===== config.mk =====
export PLATFORM = sky130hd
export DESIGN_NAME = occupancy_relay_node_controller_top_flat
export DESIGN_NICKNAME = d
export VERILOG_FILES = /design/src/design/orn_pkg.sv /design/src/design/orn_if.sv /design/src/design/orn_cfg.sv /design/src/design/orn_in_stage.sv /design/src/design/orn_engine.sv /design/src/design/occupancy_relay_node_controller_top.sv /design/src/flat_wrapper.sv
export SDC_FILE = /design/constraint.sdc
export NUM_CORES = 1
export LEC_CHECK = 0
export BUFFER_PORTS_ARGS = -buffer_cell sky130_fd_sc_hd__buf_2
export CAP_MARGIN = 5
export CORE_UTILIZATION = 50
export CTS_BUF_LIST = sky130_fd_sc_hd__clkbuf_2 sky130_fd_sc_hd__clkbuf_4 sky130_fd_sc_hd__clkbuf_8
export CTS_CLUSTER_SIZE = 20
export DETAILED_ROUTE_END_ITERATION = 6
export PLACE_DENSITY = 0.73
export SETUP_SLACK_MARGIN = 0.5
export SLEW_MARGIN = 30
export SYNTH_ARGS = -nofsm -noshare
export SYNTH_HDL_FRONTEND = slang
export SYNTH_SLANG_ARGS = --single-unit

===== constraint.sdc =====
create_clock -name clk -period 5.7 [get_ports clk]
set_clock_uncertainty 0.1 [all_clocks]
set_input_delay 1.425 -clock clk [delete_from_list [all_inputs] [get_ports clk]]
set_output_delay 1.425 -clock clk [all_outputs]
set_load 0.01 [all_outputs]

===== src/design/orn_pkg.sv =====
// Shared types and constants for the occupancy relay node controller.
`timescale 1ns / 1ps
package orn_pkg;

  localparam int unsigned NODE_W    = 8;
  localparam int unsigned PERIOD_W  = 10;
  localparam int unsigned TPS_W     = 7;
  localparam int unsigned DELAY_W   = 8;
  localparam int unsigned ABSENCE_W = 14;
  localparam int unsigned CODE_W    = 6;
  localparam int unsigned RELAY_N   = 4;
  localparam int unsigned APB_AW    = 4;
  localparam int unsigned APB_DW    = 32;

  localparam logic [NODE_W-1:0]    NODE_ID_RST      = 8'd52;
  localparam logic [PERIOD_W-1:0]  REPORT_PERIOD_RST = 10'd600;
  localparam logic [TPS_W-1:0]     TICKS_PER_SEC_RST = 7'd100;
  localparam logic [DELAY_W-1:0]   INIT_DELAY_RST    = 8'd10;
  localparam logic [ABSENCE_W-1:0] SECONDS_PER_MINUTE = 14'd60;

  localparam logic [1:0] KIND_TICK    = 2'd0;
  localparam logic [1:0] KIND_SENSOR  = 2'd1;
  localparam logic [1:0] KIND_COMMAND = 2'd2;

  localparam logic [7:0] CMD_SET_SILENT = 8'd20;
  localparam logic [7:0] CMD_SET_REPLY  = 8'd22;
  localparam logic [7:0] CMD_STATUS     = 8'd50;

  localparam logic [CODE_W-1:0] CODE_PERIODIC     = 6'd1;
  localparam logic [CODE_W-1:0] CODE_OCCUPANCY    = 6'd2;
  localparam logic [CODE_W-1:0] CODE_CMD_REPLY    = 6'd23;
  localparam logic [CODE_W-1:0] CODE_STATUS_REPLY = 6'd51;

  typedef enum logic [1:0] {
    REG_NODE_ID       = 2'd0,
    REG_REPORT_PERIOD = 2'd1,
    REG_TICKS_PER_SEC = 2'd2,
    REG_INIT_DELAY    = 2'd3
  } reg_index_t;

  typedef struct packed {
    logic [NODE_W-1:0]   node_id;
    logic [PERIOD_W-1:0] report_period;
    logic [TPS_W-1:0]    ticks_per_second;
    logic [DELAY_W-1:0]  initial_delay;
    logic                delay_load;
  } cfg_t;

  typedef struct packed {
    logic [1:0]         kind;
    logic               sensor_level;
    logic [7:0]         command_code;
    logic [7:0]         relay_one_request;
    logic [7:0]         relay_two_request;
    logic [7:0]         relay_three_request;
    logic [7:0]         relay_four_request;
    logic [DELAY_W-1:0] new_delay_minutes;
  } item_t;

  typedef struct packed {
    logic  valid;
    item_t item;
  } stage_t;

  typedef struct packed {
    logic               report_valid;
    logic [CODE_W-1:0]  report_code;
    logic [NODE_W-1:0]  report_node;
    logic               relay_one_on;
    logic               relay_two_on;
    logic               relay_three_on;
    logic               relay_four_on;
    logic               sensor_now;
    logic               occupied;
    logic [DELAY_W-1:0] delay_now;
    logic               save_delay;
  } result_t;

endpackage


===== src/design/orn_if.sv =====
// Input and result channel interfaces of the occupancy relay node controller.
`timescale 1ns / 1ps
interface orn_in_if;
  import orn_pkg::*;
  logic               valid;
  logic               ready;
  logic [1:0]         kind;
  logic               sensor_level;
  logic [7:0]         command_code;
  logic [7:0]         relay_one_request;
  logic [7:0]         relay_two_request;
  logic [7:0]         relay_three_request;
  logic [7:0]         relay_four_request;
  logic [DELAY_W-1:0] new_delay_minutes;

  modport source (
    output valid, kind, sensor_level, command_code, relay_one_request,
           relay_two_request, relay_three_request, relay_four_request,
           new_delay_minutes,
    input  ready
  );
  modport sink (
    input  valid, kind, sensor_level, command_code, relay_one_request,
           relay_two_request, relay_three_request, relay_four_request,
           new_delay_minutes,
    output ready
  );
endinterface

interface orn_out_if;
  import orn_pkg::*;
  logic               valid;
  logic               ready;
  logic               report_valid;
  logic [CODE_W-1:0]  report_code;
  logic [NODE_W-1:0]  report_node;
  logic               relay_one_on;
  logic               relay_two_on;
  logic               relay_three_on;
  logic               relay_four_on;
  logic               sensor_now;
  logic               occupied;
  logic [DELAY_W-1:0] delay_now;
  logic               save_delay;

  modport source (
    output valid, report_valid, report_code, report_node, relay_one_on,
           relay_two_on, relay_three_on, relay_four_on, sensor_now, occupied,
           delay_now, save_delay,
    input  ready
  );
  modport sink (
    input  valid, report_valid, report_code, report_node, relay_one_on,
           relay_two_on, relay_three_on, relay_four_on, sensor_now, occupied,
           delay_now, save_delay,
    output ready
  );
endinterface


===== src/design/orn_cfg.sv =====
// APB configuration registers of the occupancy relay node controller.
`timescale 1ns / 1ps
module orn_cfg (
  input  logic                   clk,
  input  logic                   rst,
  input  logic                   psel,
  input  logic                   penable,
  input  logic                   pwrite,
  input  logic [orn_pkg::APB_AW-1:0] paddr,
  input  logic [orn_pkg::APB_DW-1:0] pwdata,
  output logic [orn_pkg::APB_DW-1:0] prdata,
  output logic                   pready,
  output orn_pkg::cfg_t          cfg
);
  import orn_pkg::*;

  logic [NODE_W-1:0]   node_id;
  logic [PERIOD_W-1:0] report_period;
  logic [TPS_W-1:0]    ticks_per_second;
  logic [DELAY_W-1:0]  initial_delay;
  logic                wr_en;
  reg_index_t          idx;

  assign pready = 1'b1;
  assign wr_en  = psel && penable && pwrite;
  assign idx    = reg_index_t'(paddr[3:2]);

  always_ff @(posedge clk) begin
    if (rst) begin
      node_id          <= NODE_ID_RST;
      report_period    <= REPORT_PERIOD_RST;
      ticks_per_second <= TICKS_PER_SEC_RST;
      initial_delay    <= INIT_DELAY_RST;
    end else if (wr_en) begin
      case (idx)
        REG_NODE_ID:       node_id          <= pwdata[NODE_W-1:0];
        REG_REPORT_PERIOD: report_period    <= pwdata[PERIOD_W-1:0];
        REG_TICKS_PER_SEC: ticks_per_second <= pwdata[TPS_W-1:0];
        REG_INIT_DELAY:    initial_delay    <= pwdata[DELAY_W-1:0];
        default: begin
        end
      endcase
    end
  end

  always_comb begin
    case (idx)
      REG_NODE_ID:       prdata = APB_DW'(node_id);
      REG_REPORT_PERIOD: prdata = APB_DW'(report_period);
      REG_TICKS_PER_SEC: prdata = APB_DW'(ticks_per_second);
      REG_INIT_DELAY:    prdata = APB_DW'(initial_delay);
      default:           prdata = '0;
    endcase
  end

  assign cfg.node_id          = node_id;
  assign cfg.report_period    = report_period;
  assign cfg.ticks_per_second = ticks_per_second;
  assign cfg.initial_delay    = pwdata[DELAY_W-1:0];
  assign cfg.delay_load       = wr_en && (idx == REG_INIT_DELAY);

endmodule


===== src/design/orn_in_stage.sv =====
// Input register that holds one accepted beat for the step logic.
`timescale 1ns / 1ps
module orn_in_stage (
  input  logic            clk,
  input  logic            rst,
  orn_in_if.sink          in_ch,
  input  logic            advance,
  output orn_pkg::stage_t stage
);
  import orn_pkg::*;

  logic  in_valid;
  item_t item;
  logic  accept;

  assign in_ch.ready = !in_valid || advance;
  assign accept      = in_ch.valid && in_ch.ready;

  always_ff @(posedge clk) begin
    if (rst) begin
      in_valid <= 1'b0;
    end else if (accept) begin
      in_valid <= 1'b1;
    end else if (advance) begin
      in_valid <= 1'b0;
    end
  end

  always_ff @(posedge clk) begin
    if (accept) begin
      item.kind                <= in_ch.kind;
      item.sensor_level        <= in_ch.sensor_level;
      item.command_code        <= in_ch.command_code;
      item.relay_one_request   <= in_ch.relay_one_request;
      item.relay_two_request   <= in_ch.relay_two_request;
      item.relay_three_request <= in_ch.relay_three_request;
      item.relay_four_request  <= in_ch.relay_four_request;
      item.new_delay_minutes   <= in_ch.new_delay_minutes;
    end
  end

  assign stage.valid = in_valid;
  assign stage.item  = item;

endmodule


===== src/design/orn_engine.sv =====
// Node state, single-pass step logic and result register.
`timescale 1ns / 1ps
module orn_engine (
  input  logic            clk,
  input  logic            rst,
  input  orn_pkg::cfg_t   cfg,
  input  orn_pkg::stage_t stage,
  output logic            advance,
  orn_out_if.source       out_ch
);
  import orn_pkg::*;

  logic [TPS_W-1:0]     tick_divider, tick_divider_next, tick_inc;
  logic [PERIOD_W-1:0]  report_timer, report_timer_next, timer_inc;
  logic [ABSENCE_W-1:0] absence_seconds, absence_seconds_next, absence_inc;
  logic [ABSENCE_W-1:0] delay_limit;
  logic                 absence_running, absence_running_next;
  logic                 room_occupied, room_occupied_next;
  logic                 previous_level, previous_level_next;
  logic [DELAY_W-1:0]   delay_minutes, delay_minutes_next;
  logic [RELAY_N-1:0]   relay_states, relay_states_next;
  logic                 periodic, occ_event, rep_valid, saved, set_cmd;
  logic [CODE_W-1:0]    rep_code;
  logic                 out_valid;
  result_t              result, result_next;
  item_t                it;

  assign it          = stage.item;
  assign advance     = stage.valid && (!out_valid || out_ch.ready);
  assign tick_inc    = tick_divider + 1'b1;
  assign timer_inc   = report_timer + 1'b1;
  assign absence_inc = absence_seconds + 1'b1;
  assign delay_limit = ABSENCE_W'(delay_minutes) * SECONDS_PER_MINUTE;

  always_comb begin
    tick_divider_next    = tick_divider;
    report_timer_next    = report_timer;
    absence_seconds_next = absence_seconds;
    absence_running_next = absence_running;
    room_occupied_next   = room_occupied;
    previous_level_next  = previous_level;
    delay_minutes_next   = delay_minutes;
    relay_states_next    = relay_states;
    periodic             = 1'b0;
    occ_event            = 1'b0;
    rep_valid            = 1'b0;
    rep_code             = '0;
    saved                = 1'b0;
    set_cmd              = 1'b0;
    case (it.kind)
      KIND_TICK: begin
        if (tick_inc >= cfg.ticks_per_second) begin
          tick_divider_next = '0;
          if (timer_inc >= cfg.report_period) begin
            report_timer_next = '0;
            periodic          = 1'b1;
          end else begin
            report_timer_next = timer_inc;
          end
          if (absence_running) begin
            if (absence_inc >= delay_limit) begin
              absence_running_next = 1'b0;
              absence_seconds_next = '0;
              room_occupied_next   = 1'b0;
              occ_event            = 1'b1;
            end else begin
              absence_seconds_next = absence_inc;
            end
          end
          if (occ_event) begin
            rep_valid = 1'b1;
            rep_code  = CODE_OCCUPANCY;
          end else if (periodic) begin
            rep_valid = 1'b1;
            rep_code  = CODE_PERIODIC;
          end
        end else begin
          tick_divider_next = tick_inc;
        end
      end
      KIND_SENSOR: begin
        if (it.sensor_level != previous_level) begin
          absence_seconds_next = '0;
          previous_level_next  = it.sensor_level;
          if (it.sensor_level) begin
            absence_running_next = 1'b0;
            if (!room_occupied) begin
              room_occupied_next = 1'b1;
              rep_valid          = 1'b1;
              rep_code           = CODE_OCCUPANCY;
            end
          end else begin
            absence_running_next = 1'b1;
          end
        end
      end
      KIND_COMMAND: begin
        if (it.command_code == CMD_SET_REPLY) begin
          set_cmd   = 1'b1;
          rep_valid = 1'b1;
          rep_code  = CODE_CMD_REPLY;
        end else if (it.command_code == CMD_SET_SILENT) begin
          set_cmd = 1'b1;
        end else if (it.command_code == CMD_STATUS) begin
          rep_valid = 1'b1;
          rep_code  = CODE_STATUS_REPLY;
        end
      end
      default: begin
      end
    endcase
    if (set_cmd) begin
      relay_states_next  = {it.relay_four_request != 8'd0,
                            it.relay_three_request != 8'd0,
                            it.relay_two_request != 8'd0,
                            it.relay_one_request != 8'd0};
      delay_minutes_next = it.new_delay_minutes;
      saved              = it.new_delay_minutes != delay_minutes;
    end
    if (rep_valid) begin
      report_timer_next = '0;
    end
  end

  always_comb begin
    result_next.report_valid   = rep_valid;
    result_next.report_code    = rep_code;
    result_next.report_node    = rep_valid ? cfg.node_id : '0;
    result_next.relay_one_on   = relay_states_next[0];
    result_next.relay_two_on   = relay_states_next[1];
    result_next.relay_three_on = relay_states_next[2];
    result_next.relay_four_on  = relay_states_next[3];
    result_next.sensor_now     = previous_level_next;
    result_next.occupied       = room_occupied_next;
    result_next.delay_now      = delay_minutes_next;
    result_next.save_delay     = saved;
  end

  always_ff @(posedge clk) begin
    if (rst) begin
      tick_divider    <= '0;
      report_timer    <= '0;
      absence_seconds <= '0;
      absence_running <= 1'b0;
      room_occupied   <= 1'b0;
      previous_level  <= 1'b0;
      delay_minutes   <= INIT_DELAY_RST;
      relay_states    <= '0;
    end else if (cfg.delay_load) begin
      delay_minutes <= cfg.initial_delay;
    end else if (advance) begin
      tick_divider    <= tick_divider_next;
      report_timer    <= report_timer_next;
      absence_seconds <= absence_seconds_next;
      absence_running <= absence_running_next;
      room_occupied   <= room_occupied_next;
      previous_level  <= previous_level_next;
      delay_minutes   <= delay_minutes_next;
      relay_states    <= relay_states_next;
    end
  end

  always_ff @(posedge clk) begin
    if (rst) begin
      out_valid <= 1'b0;
    end else if (advance) begin
      out_valid <= 1'b1;
    end else if (out_ch.ready) begin
      out_valid <= 1'b0;
    end
  end

  always_ff @(posedge clk) begin
    if (advance) begin
      result <= result_next;
    end
  end

  assign out_ch.valid          = out_valid;
  assign out_ch.report_valid   = result.report_valid;
  assign out_ch.report_code    = result.report_code;
  assign out_ch.report_node    = result.report_node;
  assign out_ch.relay_one_on   = result.relay_one_on;
  assign out_ch.relay_two_on   = result.relay_two_on;
  assign out_ch.relay_three_on = result.relay_three_on;
  assign out_ch.relay_four_on  = result.relay_four_on;
  assign out_ch.sensor_now     = result.sensor_now;
  assign out_ch.occupied       = result.occupied;
  assign out_ch.delay_now      = result.delay_now;
  assign out_ch.save_delay     = result.save_delay;

endmodule


===== src/design/occupancy_relay_node_controller_top.sv =====
// Top level of the occupancy relay node controller.
// An accepted beat waits in the input register; its result goes to the result register.
// Throughput: one beat per cycle while the result channel is not stalled;
// the step logic between the two registers updates all node state in a single pass.
// Reset (synchronous, rst high): channels empty, counters and flags cleared, relays off,
// registers at their defaults and the absence delay loaded from the initial delay.
`timescale 1ns / 1ps
module occupancy_relay_node_controller_top (
  input  logic                       clk,
  input  logic                       rst,
  input  logic                       psel,
  input  logic                       penable,
  input  logic                       pwrite,
  input  logic [orn_pkg::APB_AW-1:0] paddr,
  input  logic [orn_pkg::APB_DW-1:0] pwdata,
  output logic [orn_pkg::APB_DW-1:0] prdata,
  output logic                       pready,
  orn_in_if.sink                     in_ch,
  orn_out_if.source                  out_ch
);
  import orn_pkg::*;

  cfg_t   cfg;
  stage_t stage;
  logic   advance;

  orn_cfg u_cfg (
    .clk     (clk),
    .rst     (rst),
    .psel    (psel),
    .penable (penable),
    .pwrite  (pwrite),
    .paddr   (paddr),
    .pwdata  (pwdata),
    .prdata  (prdata),
    .pready  (pready),
    .cfg     (cfg)
  );

  orn_in_stage u_in_stage (
    .clk     (clk),
    .rst     (rst),
    .in_ch   (in_ch),
    .advance (advance),
    .stage   (stage)
  );

  orn_engine u_engine (
    .clk     (clk),
    .rst     (rst),
    .cfg     (cfg),
    .stage   (stage),
    .advance (advance),
    .out_ch  (out_ch)
  );

endmodule


===== src/flat_wrapper.sv =====
// flat-port wrapper written by rule: the top's interface ports become plain ports
module occupancy_relay_node_controller_top_flat import orn_pkg::*;
  (clk, rst, psel, penable, pwrite, paddr, pwdata, prdata, pready, in_ch_valid, in_ch_kind, in_ch_sensor_level, in_ch_command_code, in_ch_relay_one_request, in_ch_relay_two_request, in_ch_relay_three_request, in_ch_relay_four_request, in_ch_new_delay_minutes, in_ch_ready, out_ch_valid, out_ch_report_valid, out_ch_report_code, out_ch_report_node, out_ch_relay_one_on, out_ch_relay_two_on, out_ch_relay_three_on, out_ch_relay_four_on, out_ch_sensor_now, out_ch_occupied, out_ch_delay_now, out_ch_save_delay, out_ch_ready);
  orn_in_if in_ch_i ();
  orn_out_if out_ch_i ();
  input  logic clk;
  input  logic rst;
  input  logic psel;
  input  logic penable;
  input  logic pwrite;
  input  logic [orn_pkg::APB_AW-1:0] paddr;
  input  logic [orn_pkg::APB_DW-1:0] pwdata;
  output logic [orn_pkg::APB_DW-1:0] prdata;
  output logic pready;
  input wire logic [$bits(in_ch_i.valid)-1:0] in_ch_valid;
  input wire logic [$bits(in_ch_i.kind)-1:0] in_ch_kind;
  input wire logic [$bits(in_ch_i.sensor_level)-1:0] in_ch_sensor_level;
  input wire logic [$bits(in_ch_i.command_code)-1:0] in_ch_command_code;
  input wire logic [$bits(in_ch_i.relay_one_request)-1:0] in_ch_relay_one_request;
  input wire logic [$bits(in_ch_i.relay_two_request)-1:0] in_ch_relay_two_request;
  input wire logic [$bits(in_ch_i.relay_three_request)-1:0] in_ch_relay_three_request;
  input wire logic [$bits(in_ch_i.relay_four_request)-1:0] in_ch_relay_four_request;
  input wire logic [$bits(in_ch_i.new_delay_minutes)-1:0] in_ch_new_delay_minutes;
  output wire logic [$bits(in_ch_i.ready)-1:0] in_ch_ready;
  output wire logic [$bits(out_ch_i.valid)-1:0] out_ch_valid;
  output wire logic [$bits(out_ch_i.report_valid)-1:0] out_ch_report_valid;
  output wire logic [$bits(out_ch_i.report_code)-1:0] out_ch_report_code;
  output wire logic [$bits(out_ch_i.report_node)-1:0] out_ch_report_node;
  output wire logic [$bits(out_ch_i.relay_one_on)-1:0] out_ch_relay_one_on;
  output wire logic [$bits(out_ch_i.relay_two_on)-1:0] out_ch_relay_two_on;
  output wire logic [$bits(out_ch_i.relay_three_on)-1:0] out_ch_relay_three_on;
  output wire logic [$bits(out_ch_i.relay_four_on)-1:0] out_ch_relay_four_on;
  output wire logic [$bits(out_ch_i.sensor_now)-1:0] out_ch_sensor_now;
  output wire logic [$bits(out_ch_i.occupied)-1:0] out_ch_occupied;
  output wire logic [$bits(out_ch_i.delay_now)-1:0] out_ch_delay_now;
  output wire logic [$bits(out_ch_i.save_delay)-1:0] out_ch_save_delay;
  input wire logic [$bits(out_ch_i.ready)-1:0] out_ch_ready;
  assign in_ch_i.valid = in_ch_valid;
  assign in_ch_i.kind = in_ch_kind;
  assign in_ch_i.sensor_level = in_ch_sensor_level;
  assign in_ch_i.command_code = in_ch_command_code;
  assign in_ch_i.relay_one_request = in_ch_relay_one_request;
  assign in_ch_i.relay_two_request = in_ch_relay_two_request;
  assign in_ch_i.relay_three_request = in_ch_relay_three_request;
  assign in_ch_i.relay_four_request = in_ch_relay_four_request;
  assign in_ch_i.new_delay_minutes = in_ch_new_delay_minutes;
  assign in_ch_ready = in_ch_i.ready;
  assign out_ch_valid = out_ch_i.valid;
  assign out_ch_report_valid = out_ch_i.report_valid;
  assign out_ch_report_code = out_ch_i.report_code;
  assign out_ch_report_node = out_ch_i.report_node;
  assign out_ch_relay_one_on = out_ch_i.relay_one_on;
  assign out_ch_relay_two_on = out_ch_i.relay_two_on;
  assign out_ch_relay_three_on = out_ch_i.relay_three_on;
  assign out_ch_relay_four_on = out_ch_i.relay_four_on;
  assign out_ch_sensor_now = out_ch_i.sensor_now;
  assign out_ch_occupied = out_ch_i.occupied;
  assign out_ch_delay_now = out_ch_i.delay_now;
  assign out_ch_save_delay = out_ch_i.save_delay;
  assign out_ch_i.ready = out_ch_ready;
  occupancy_relay_node_controller_top u_core (.clk(clk), .rst(rst), .psel(psel), .penable(penable), .pwrite(pwrite), .paddr(paddr), .pwdata(pwdata), .prdata(prdata), .pready(pready), .in_ch(in_ch_i), .out_ch(out_ch_i));
endmodule

# Word-level counts from Yosys, hierarchy flattened
# Index checks and enable logic that the tools add are counted.
[op_classes] n_addsub=3 mul=1 mux=63 n_eq_ne=13 n_bitwise=1 n_reduce_logical=30 n_lt_le_gt_ge=3
[op_table] op="case mux 32 bit (4 select lines)" count=1
[op_table] op="two-way mux 14 bit" count=4
[op_table] op="two-way mux 10 bit" count=4
[op_table] op="two-way mux 1 bit" count=36
[op_table] op="nonzero test 8 bit" count=4
[op_table] op="case mux 14 bit (2 select lines)" count=1
[op_table] op="two-way mux 8 bit" count=3
[op_table] op="two-way mux 6 bit" count=3
[op_table] op="case mux 6 bit (3 select lines)" count=1
[op_table] op="equality test 8 x 5 -> 1 bit, second input constant" count=2
[op_table] op="adder 14 x 1 -> 14 bit, second input constant" count=1
[op_table] op="greater-or-equal comparator 14 bit" count=1
[op_table] op="multiplier 8 x 4 -> 12 bit, second input constant" count=1
[op_table] op="nonzero test 2 bit" count=6
[op_table] op="adder 10 x 1 -> 10 bit, second input constant" count=1
[op_table] op="greater-or-equal comparator 10 bit" count=1
[op_table] op="two-way mux 2 bit" count=5
[op_table] op="AND reduction 2 bit" count=5
[op_table] op="equality test 8 x 6 -> 1 bit, second input constant" count=1
[op_table] op="inequality test 8 bit" count=1
[op_table] op="adder 7 x 1 -> 7 bit, second input constant" count=1
[op_table] op="greater-or-equal comparator 7 bit" count=1
[op_table] op="two-way mux 7 bit" count=1
[op_table] op="equality test 2 bit, second input constant" count=3
[op_table] op="other kinds (15)" count=26
[word_totals] register_bits=162

# Logic depth before layout (Yosys ltp)
# Gate-level depths: netlist of run 1.
[logic_depth] ltp_word=11 ltp_mapped=19

# Modules after synthesis
# From an unflattened synthesis of run 1, not the netlist that was laid out.
[unflattened] cells_unflattened=834 hier_area_um2=8822.2
[by_module_without_submodules] mod="orn_engine" n_inst=1 seq_area_each_um2=1811.7 area_per_inst_um2=5376.4 cells_each=587
[by_module_without_submodules] mod="orn_cfg" n_inst=1 seq_area_each_um2=660.6 area_per_inst_um2=1851.8 cells_each=190
[by_module_without_submodules] mod="orn_in_stage" n_inst=1 seq_area_each_um2=1551.5 area_per_inst_um2=1594.0 cells_each=57

# Worst setup path after synthesis of run 1
# OpenSTA, ideal clock, no wires.
[synth_timing] path_type="register -> register" startpoint="register u_core.u_engine.delay_minutes[3]" endpoint="register u_core.u_engine.result, in the netlist u_core.u_engine.out_ch.report_node[0] (data pin)" n_path_buf=0 arrival_ns=4.356 path_stages_with_launch=20 setup_time_ns=0.255 slack_ns=0.989 path_cell_list="dfxtp_1 inv_1 fa_1 fa_1 inv_1 ha_1 a21oi_1 o21ai_0 a2111oi_2 o31ai_1 a21oi_1 xor2_1 ha_1 a21oi_1 o21ai_0 o21ai_0 a21oi_2 a21o_1 a21o_2 and2_1"
[synth_via] elab_chain_cells=9
[synth_rtl] element="start, declared" line="orn_engine.sv:20" source="logic [DELAY_W-1:0] delay_minutes, delay_minutes_next;"
[synth_rtl] element="start signal, assigned" line="orn_engine.sv:150" source="delay_minutes <= cfg.initial_delay;"
[synth_rtl] element="start signal, assigned" line="orn_engine.sv:158" source="delay_minutes <= delay_minutes_next;"
[synth_rtl] element="multiplier 8 x 4 -> 12 bit" line="orn_engine.sv:33" source="assign delay_limit = ABSENCE_W'(delay_minutes) * SECONDS_PER_MINUTE;"
[synth_rtl] element="greater-or-equal comparator 14 bit" line="orn_engine.sv:61" source="if (absence_inc >= delay_limit) begin"
[synth_rtl] element="two-way mux 1 bit" line="orn_engine.sv:61"
[synth_rtl] element="two-way mux 1 bit" line="orn_engine.sv:60" source="if (absence_running) begin"
[synth_rtl] element="two-way mux 1 bit" line="orn_engine.sv:52" source="if (tick_inc >= cfg.ticks_per_second) begin"
[synth_rtl] element="two-way mux 1 bit" line="orn_engine.sv:50" source="case (it.kind)"
[synth_rtl] element="two-way mux 1 bit" line="orn_engine.sv:70" source="if (occ_event) begin"
[synth_rtl] element="two-way mux 1 bit" line="orn_engine.sv:52"
[synth_rtl] element="case mux 1 bit (3 select lines)" line="orn_engine.sv:50"
[synth_rtl] element="net u_core.u_engine.rep_valid" line="orn_engine.sv:22" source="logic periodic, occ_event, rep_valid, saved, set_cmd;"
[synth_rtl] element="end signal, assigned" line="orn_engine.sv:175" source="result <= result_next;"
[synth_rtl] element="end, declared" line="orn_engine.sv:25" source="result_t result, result_next;"
# The timed path passes the listed nets, and every way through them passes these cells. The select of a mux whose other input is x is not followed.
# A chain may end at the register's enable or synchronous reset.

# Worst setup path after layout of run 1
[layout_timing] startpoint="register u_core.u_engine.delay_minutes[2]" endpoint="register u_core.u_engine.result, in the netlist u_core.u_engine.out_ch.report_node[4] (data pin)"
# The elaborated chain is that of the path after synthesis.

==> run_results.csv, run 1 <==
group,metric,value,unit
detailed_routing,via_per_inst,5.17,
power_and_ir_drop,leakage,3.96,nW
setup_path,critPathKind,"reg2reg",
power_and_ir_drop,total_power,2.47,mW
sta,rsz0062_at_grt,"no",
cells_and_area,num-nets-final,1080,
yosys,yosysUniqueCellTypes,65,
sta,finalCritPeriodShare,84.7,%
sta,fmax,0.207,GHz
cells_and_area,layout-drive-gt1-share,20.6,%
sta,timing_hold_violations_final,0,
cells_and_area,syn_to_final_growth,13.0,%
yosys,netlist_instances,817,
yosys,synth_seq_cells,161,
clock_tree,clockBufferDepth,2,
floorplan,io_pins,159,
yosys,synth-seq-area-share,47.8,%
sta,slew_viol_final,0,
setup_path,reg2reg_from,"u_core.u_engine.delay_minutes[2]",
detailed_routing,totalWireLength,17200,um
clock_tree,post-cts-setup-buffer-count,0,
setup_path,path_delay_family,"compound AO/OA/AOI/OAI gates",
detailed_routing,vias,5994,
grt,grt_start_max_net_pins,60,
clock_tree,clk_pin_slew_worst_paths,0.10,ns
setup_path,end_kind,"flip-flop",
sta,final.setup.tns,0,ns
floorplan,chipWidth,132,um
setup_path,critPathSlowestCell,"fa_1",
placement,gp_congestion,0.828,
yosys,syn_area,8410,um^2
setup_path,crit_fanout,9,
placement,portBuffers,110,
cells_and_area,antennaDiodeCount,0,
job,drv_cap,0,
yosys,yosysWarningCount,0,
grt,track_usage,20.8,%
clock_tree,tritoncts,"built",
hold_path,worstHoldPathType,"reg2reg",
yosys,avgSynthCellArea,10.3,um^2
setup_path,crit_chain,"inv_1, fa_1, fa_1, inv_1, ha_1, a21oi_2, o21ai_1, a2111oi_2, o31ai_1, a21oi_1, xor2_1, ha_1, a21oi_1, o21ai_1, nor2_1, a21oi_2, a21o_1, a21o_2, and2_1",
yosys,synthArstFlopShare,0,%
power_and_ir_drop,ir_worst_vdd,0.235,mV
hold_path,min-delay-start,"u_core.u_cfg.initial_delay[1]",
clock_tree,hold_buffers,0,
sta,finalSetupViolations,0,
setup_path,r2r_slack,0.87,ns
setup_path,arrival,4.96,ns
run_status,outcome,"completed",
floorplan,fp.dieArea,17300,um^2
hold_path,min_to,"u_core.u_cfg.initial_delay[1]",
clock_tree,clkSinkCount,161,
sta,period_minus_slack,4.83,ns
yosys,ys.flop_type,"dfxtp_1",
clock_tree,cts-root-buf,"clkbuf_8",
detailed_routing,firstDrtPassIters,5,
floorplan,initial_utilization,50.9,%
floorplan,core_region_area,16500,um^2
setup_path,r2r-end,"u_core.u_engine.out_ch.report_node[4]",
grt,grt_antenna_before_repair,0,
setup_path,crit_buf_inv,2,
grt,grt_pass1_wl,28300,um
clock_tree,h-tree-depth,4,
floorplan,rows,47,
clock_tree,insertion_delay,0.48,ns
hold_path,whs_path_depth,2,
power_and_ir_drop,powerDensity,259,nW/um^2
setup_path,reg2regPathDepth,19,
clock_tree,cts_made_buffers,17,
sta,slew_headroom,49.2,%
sta,worst-slew-pin-transition,0.761,ns
grt,grt_pass1_vias,5828,
detailed_routing,drc,0,
setup_path,cpPeakStageDelay,0.51,ns
setup_path,worstPathRequired,5.83,ns
yosys,synth_edf_count,80,
floorplan,die_y,132,um
detailed_routing,drt_iter0_drc,352,
setup_path,start_kind,"flip-flop",
detailed_routing,antenna_left,0,
placement,post-dp-hpwl,12600,um
detailed_routing,wl_per_cell,14.8,um
grt,overflow,0,
-- worst min-delay path: stages, from the launching register on --
cell and delay, ns:
dfxtp_1 0.33, nand2_1 0.05, nand2_1 0.04
-- cells in the mapped netlist (6+ instances only) --
cell       n  area [um^2]
xnor2_1   18          158
nor2_1    70          263
mux2i_1   17          170
nand3b_1   8         60.1
nand3_1   29          145
o22ai_1    6         37.5
clkbuf_1  15         56.3
mux4_2     7          158
a21oi_1   57          285
or4_1      8         60.1
inv_1     59          221
o21ai_1    6         30.0
mux2_2     8         90.1
a211o_1   12          105
fa_1      13          260
nand2_1   89          334
nor2b_1    9         56.3
nand2b_1  10         62.6
xor2_1    21          184
o21ai_0   29          145
and2_1     9         56.3
edfxtp_1  80         2400
ha_1      47          588
dfxtp_1   81         1620
buf_4     26          195
-- worst max-delay path by stage --
stage,slack (ns),depth (start not counted),endpoint,startpoint
final,0.87,19,u_core.u_engine.out_ch.report_node[4],u_core.u_engine.delay_minutes[2]
after detailed placement,0.46,19,u_core.u_engine.out_ch.report_node[6],u_core.u_engine.delay_minutes[3]
after global routing,0.55,19,u_core.u_engine.out_ch.report_node[7],u_core.u_engine.delay_minutes[2]
after floorplan,0.99,19,u_core.u_engine.out_ch.report_node[0],u_core.u_engine.delay_minutes[3]
after global placement,0.53,19,u_core.u_engine.out_ch.report_node[4],u_core.u_engine.delay_minutes[3]
after CTS,0.50,19,u_core.u_engine.out_ch.report_node[6],u_core.u_engine.delay_minutes[1]
-- sequential cells by signal, indices dropped and copies added, names as in the netlist, 10 cells and up --
register                         count
u_core.u_cfg.report_period          10
u_core.u_engine.report_timer        10
u_core.u_in_stage.stage             51
u_core.u_engine.absence_seconds     14
-- cells in the final DEF (no fill, tap or decap), types with 9 or more instances in the layout --
cell / n
mux2i_1: 17
ha_1: 47
edfxtp_1: 80
o21ai_0: 26
nand3_1: 29
nor2b_1: 9
o21ai_1: 9
conb_1: 24
xor2_1: 21
nor2_1: 70
xnor2_1: 18
fa_1: 13
a21oi_1: 55
nand2b_1: 10
clkbuf_8: 17
dfxtp_1: 78
nand2_1: 89
buf_2: 110
inv_1: 58
a211o_1: 12
-- report_power, final --
part           internal (mW)  switching, mW
combinational          0.146          0.207
sequential              1.26         0.0227
clock                  0.333          0.501
total                   1.73          0.731
-- area by class of cell --
type                       instances  area (um^2)
sequential                       161         4040
clock inverter                    15          169
inverter                          60          225
clock buffer                      17          234
tap                              220          275
multi-input combinational        571         3980
fill                            1396         7020
timing repair buffer             115          588
-- metal layers --
| metal | GRT usage [%] | vias to the layer above | share of wire [%] |
|---|---|---|---|
| li1 | - | 3026 | - |
| met1 | 26.4 | 2787 | 45 |
| met2 | 33.3 | 161 | 47 |
| met3 | 6.06 | 20 | 5.8 |
| met4 | 8.33 | 0 | 1.7 |
| met5 | 0 | - | 0 |
-- what timing repair did --
item	CTS	global route
pin swaps	0	3
gates resized for setup	2	9
setup endpoints to repair	9	38
-- logic make-up after synthesis --
| kind of cell | share of synthesized area [%] |
|---|---|
| AO/OA/AOI/OAI | 10.5 |
| XOR/XNOR | 4.06 |
| adder cells (fa/ha/maj) | 10.1 |
| buffers and inverters | 6.07 |
| flip-flops | 47.8 |
| multiplexers | 4.97 |
| other | 0.0893 |
| AND/OR/NAND/NOR | 16.3 |
-- stage by stage --
stage / hold slack (ns) / instances / utilization [%] / setup slack, ns / cell area (um^2)
floorplan: 0.318 / 839 / - / 0.989 / 8490
global placement: 0.330 / 1127 / 54.9 / 0.535 / 9080
detailed placement: 0.346 / 1127 / 55.0 / 0.456 / 9080
CTS: 0.359 / 1159 / 57.4 / 0.503 / 9490
global route: 0.379 / 1159 / 57.5 / 0.549 / 9510
finish: 0.356 / 1159 / 57.5 / 0.873 / 9510
(Power assumes the default switching activity.)
==> run 2: changes to the inputs <==
Settings changed: ABC_AREA set to 1, PLACE_DENSITY 0.73 to 0.76.
Clock period 5.7 ns to 4.15 ns, I/O delays scaled along.
==> run 2 against run 1 <==
The run now ends with setup timing left. Worst setup slack worse by 1.1 ns. Total power grew 42%. Synthesized cell count up 16%. Largest cell class unchanged.
==> run_results.csv, run 2 <==
group,metric,value,unit
run_status,outcome,"complete, but fails checks",
run_status,violations,"setup timing",
setup_path,crit_fanout,8,
job,drv_cap,0,
detailed_routing,drc,0,
detailed_routing,wl_per_cell,13.8,um
yosys,synth_top_cell_by_area,"edfxtp_1",
sta,rsz0062_at_grt,"yes",
setup_path,cp_common_cell,"nand2_2",
floorplan,chipWidth,132,um
power_and_ir_drop,leakage,4.70,nW
sta,setup_ws,-0.178,ns
detailed_routing,totalWireLength,18500,um
setup_path,cpPeakStageDelay,0.59,ns
power_and_ir_drop,total_power,3.50,mW
cells_and_area,layout-drive-gt1-share,25.5,%
clock_tree,tritoncts,"built",
sta,finalCritPeriodShare,104,%
yosys,yosysUniqueCellTypes,47,
placement,post-dp-hpwl,13200,um
clock_tree,clkSinkCount,161,
yosys,netlist_instances,945,
grt,grt_antenna_before_repair,0,
clock_tree,clk_pin_slew_worst_paths,0.09,ns
yosys,yosysWarningCount,0,
yosys,synth_edf_count,80,
detailed_routing,firstDrtPassIters,5,
floorplan,core_region_area,16600,um^2
cells_and_area,syn_to_final_growth,20.5,%
grt,track_usage,21.8,%
placement,placedCellCount,1296,
grt,grt_pass1_vias,6370,
setup_path,r2r_slack,-0.18,ns
cells_and_area,final_cells,1337,
cells_and_area,final_common_cell,"nand2_1",
sta,finalSetupViolations,36,
yosys,synth-seq-area-share,47.5,%
sta,worst-slew-pin-transition,0.952,ns
yosys,avgSynthCellArea,8.97,um^2
clock_tree,hold_buffers,0,
grt,grt_pass1_wl,30000,um
cells_and_area,multiInputGateArea,3890,um^2
grt,grt_start_max_net_pins,52,
hold_path,worstHoldPathType,"reg2reg",
cells_and_area,num-nets-final,1258,
power_and_ir_drop,powerDensity,343,nW/um^2
cells_and_area,fillerInstances,1386,
floorplan,initial_utilization,51.1,%
detailed_routing,vias,6724,
floorplan,rows,47,
sta,timing_hold_violations_final,0,
sta,slew_viol_final,0,
yosys,ys.flop_type,"dfxtp_1",
setup_path,start_kind,"flip-flop",
sta,final.setup.tns,-3.75,ns
sta,period_minus_slack,4.33,ns
yosys,synth_commonest_cells,"nand2_1, inv_1, dfxtp_1, edfxtp_1, a21oi_1",
cells_and_area,seqCellArea,4040,um^2
detailed_routing,drt_iter0_drc,475,
yosys,synth_area_leaders,"edfxtp_1, dfxtp_1, nand2_1",
setup_path,arrival,4.46,ns
detailed_routing,antenna_left,0,
setup_path,end_kind,"flip-flop",
placement,gp_congestion,0.877,
setup_path,critPathKind,"reg2reg",
grt,overflow,0,
cells_and_area,mostFrequentLayoutCells,"nand2_1, inv_1, buf_2",
clock_tree,h-tree-depth,4,
clock_tree,cts-root-buf,"clkbuf_8",
floorplan,fp.dieArea,17500,um^2
yosys,syn_area,8470,um^2
clock_tree,insertion_delay,0.46,ns
detailed_routing,via_per_inst,5.03,
setup_path,worstPathRequired,4.28,ns
yosys,synthArstFlopShare,0,%
setup_path,critPathSlowestCell,"fa_1",
yosys,synth_seq_cells,161,
power_and_ir_drop,ir_worst_vdd,0.301,mV
cells_and_area,largest_register_ffs,51,
sta,slew_headroom,36.3,%
placement,portBuffers,110,
yosys,yosysMostFrequentCell,"nand2_1",
cells_and_area,antennaDiodeCount,0,
yosys,synth_top_area_share,28.4,%
floorplan,io_pins,159,
clock_tree,cts_made_buffers,17,
clock_tree,clockBufferDepth,2,
sta,fmax,0.231,GHz
floorplan,die_y,132,um
## run 2: changes by cell type after synthesis, sizes merged, moves of 10 or more
cell    before  now
mux2i       17    0
a211o       12    0
o21ai       36   58
nand2       91  191
o211ai       1   12
xnor2       18    6
xor2        21   33
nand2b      10    0
nor2        73   60
a21oi       59   86
inv         60  145
## run 2: cell type report
class	instances	area share (%)
clock buffer	21	2.77
multi-input combinational	614	38.1
clock inverter	11	1.62
inverter	148	5.54
tap	220	2.70
timing repair buffer	162	9.68
sequential	161	39.6
## run 2: where the power goes
group | internal [mW] | switching, mW | leakage (nW)
clock network | 0.668 | 0.615 | 0.229
registers | 1.73 | 0.0295 | 1.44
logic | 0.193 | 0.263 | 3.03
## run 2: timing repair
item / CTS / global route
resized for setup: 19 / 26
setup buffers: 5 / 3
pin swaps: 9 / 28
setup endpoints to repair: 38 / 38
cloned: 1 / 0
## run 2: path summary, 6_finish.rpt
path	from	end	cells after the start
setup / recovery	u_core.u_engine.delay_minutes[2]	u_core.u_engine.out_ch.report_node[0]	26
hold reg to reg	u_core.u_cfg.initial_delay[2]	u_core.u_cfg.initial_delay[2]	2
setup reg to reg	u_core.u_engine.delay_minutes[2]	u_core.u_engine.out_ch.report_node[0]	26
hold / removal	u_core.u_cfg.initial_delay[2]	u_core.u_cfg.initial_delay[2]	2
## run 2: kinds of logic after synthesis
logic type,share of synthesized area [%]
flip-flops,47.5
AO/OA/AOI/OAI,11.5
other,0.0886
XOR/XNOR,4.03
adder cells (fa/ha/maj),10.0
buffers and inverters,10.0
AND/OR/NAND/NOR,16.8
## run 2: layer usage
metal	global-route usage (%)	wire (um)	up-vias
met5	0	0	-
met4	10.7	656	0
met3	4.65	1010	46
met2	36.3	8750	235
met1	27.0	8070	3056
li1	-	-	3387
## run 2: stage by stage
stage	worst slack, ns	instance area [um^2]	utilization, %	hold WS (ns)
detailed placement	-0.173	9530	57.5	0.358
floorplan	0.283	8650	-	0.344
CTS	-0.112	10100	60.8	0.371
global route	-0.414	10200	61.6	0.388
finish	-0.178	10200	61.6	0.374
global placement	-0.129	9530	57.5	0.353
## run 2: worst max-delay path: cells and delay by family (launching register included)
family	cells	cell delay [ns]
fa+ha+maj	4	1.65
compound gates	3	0.29
flops	1	0.40
simple gates	17	1.42
buf+inv	2	0.22
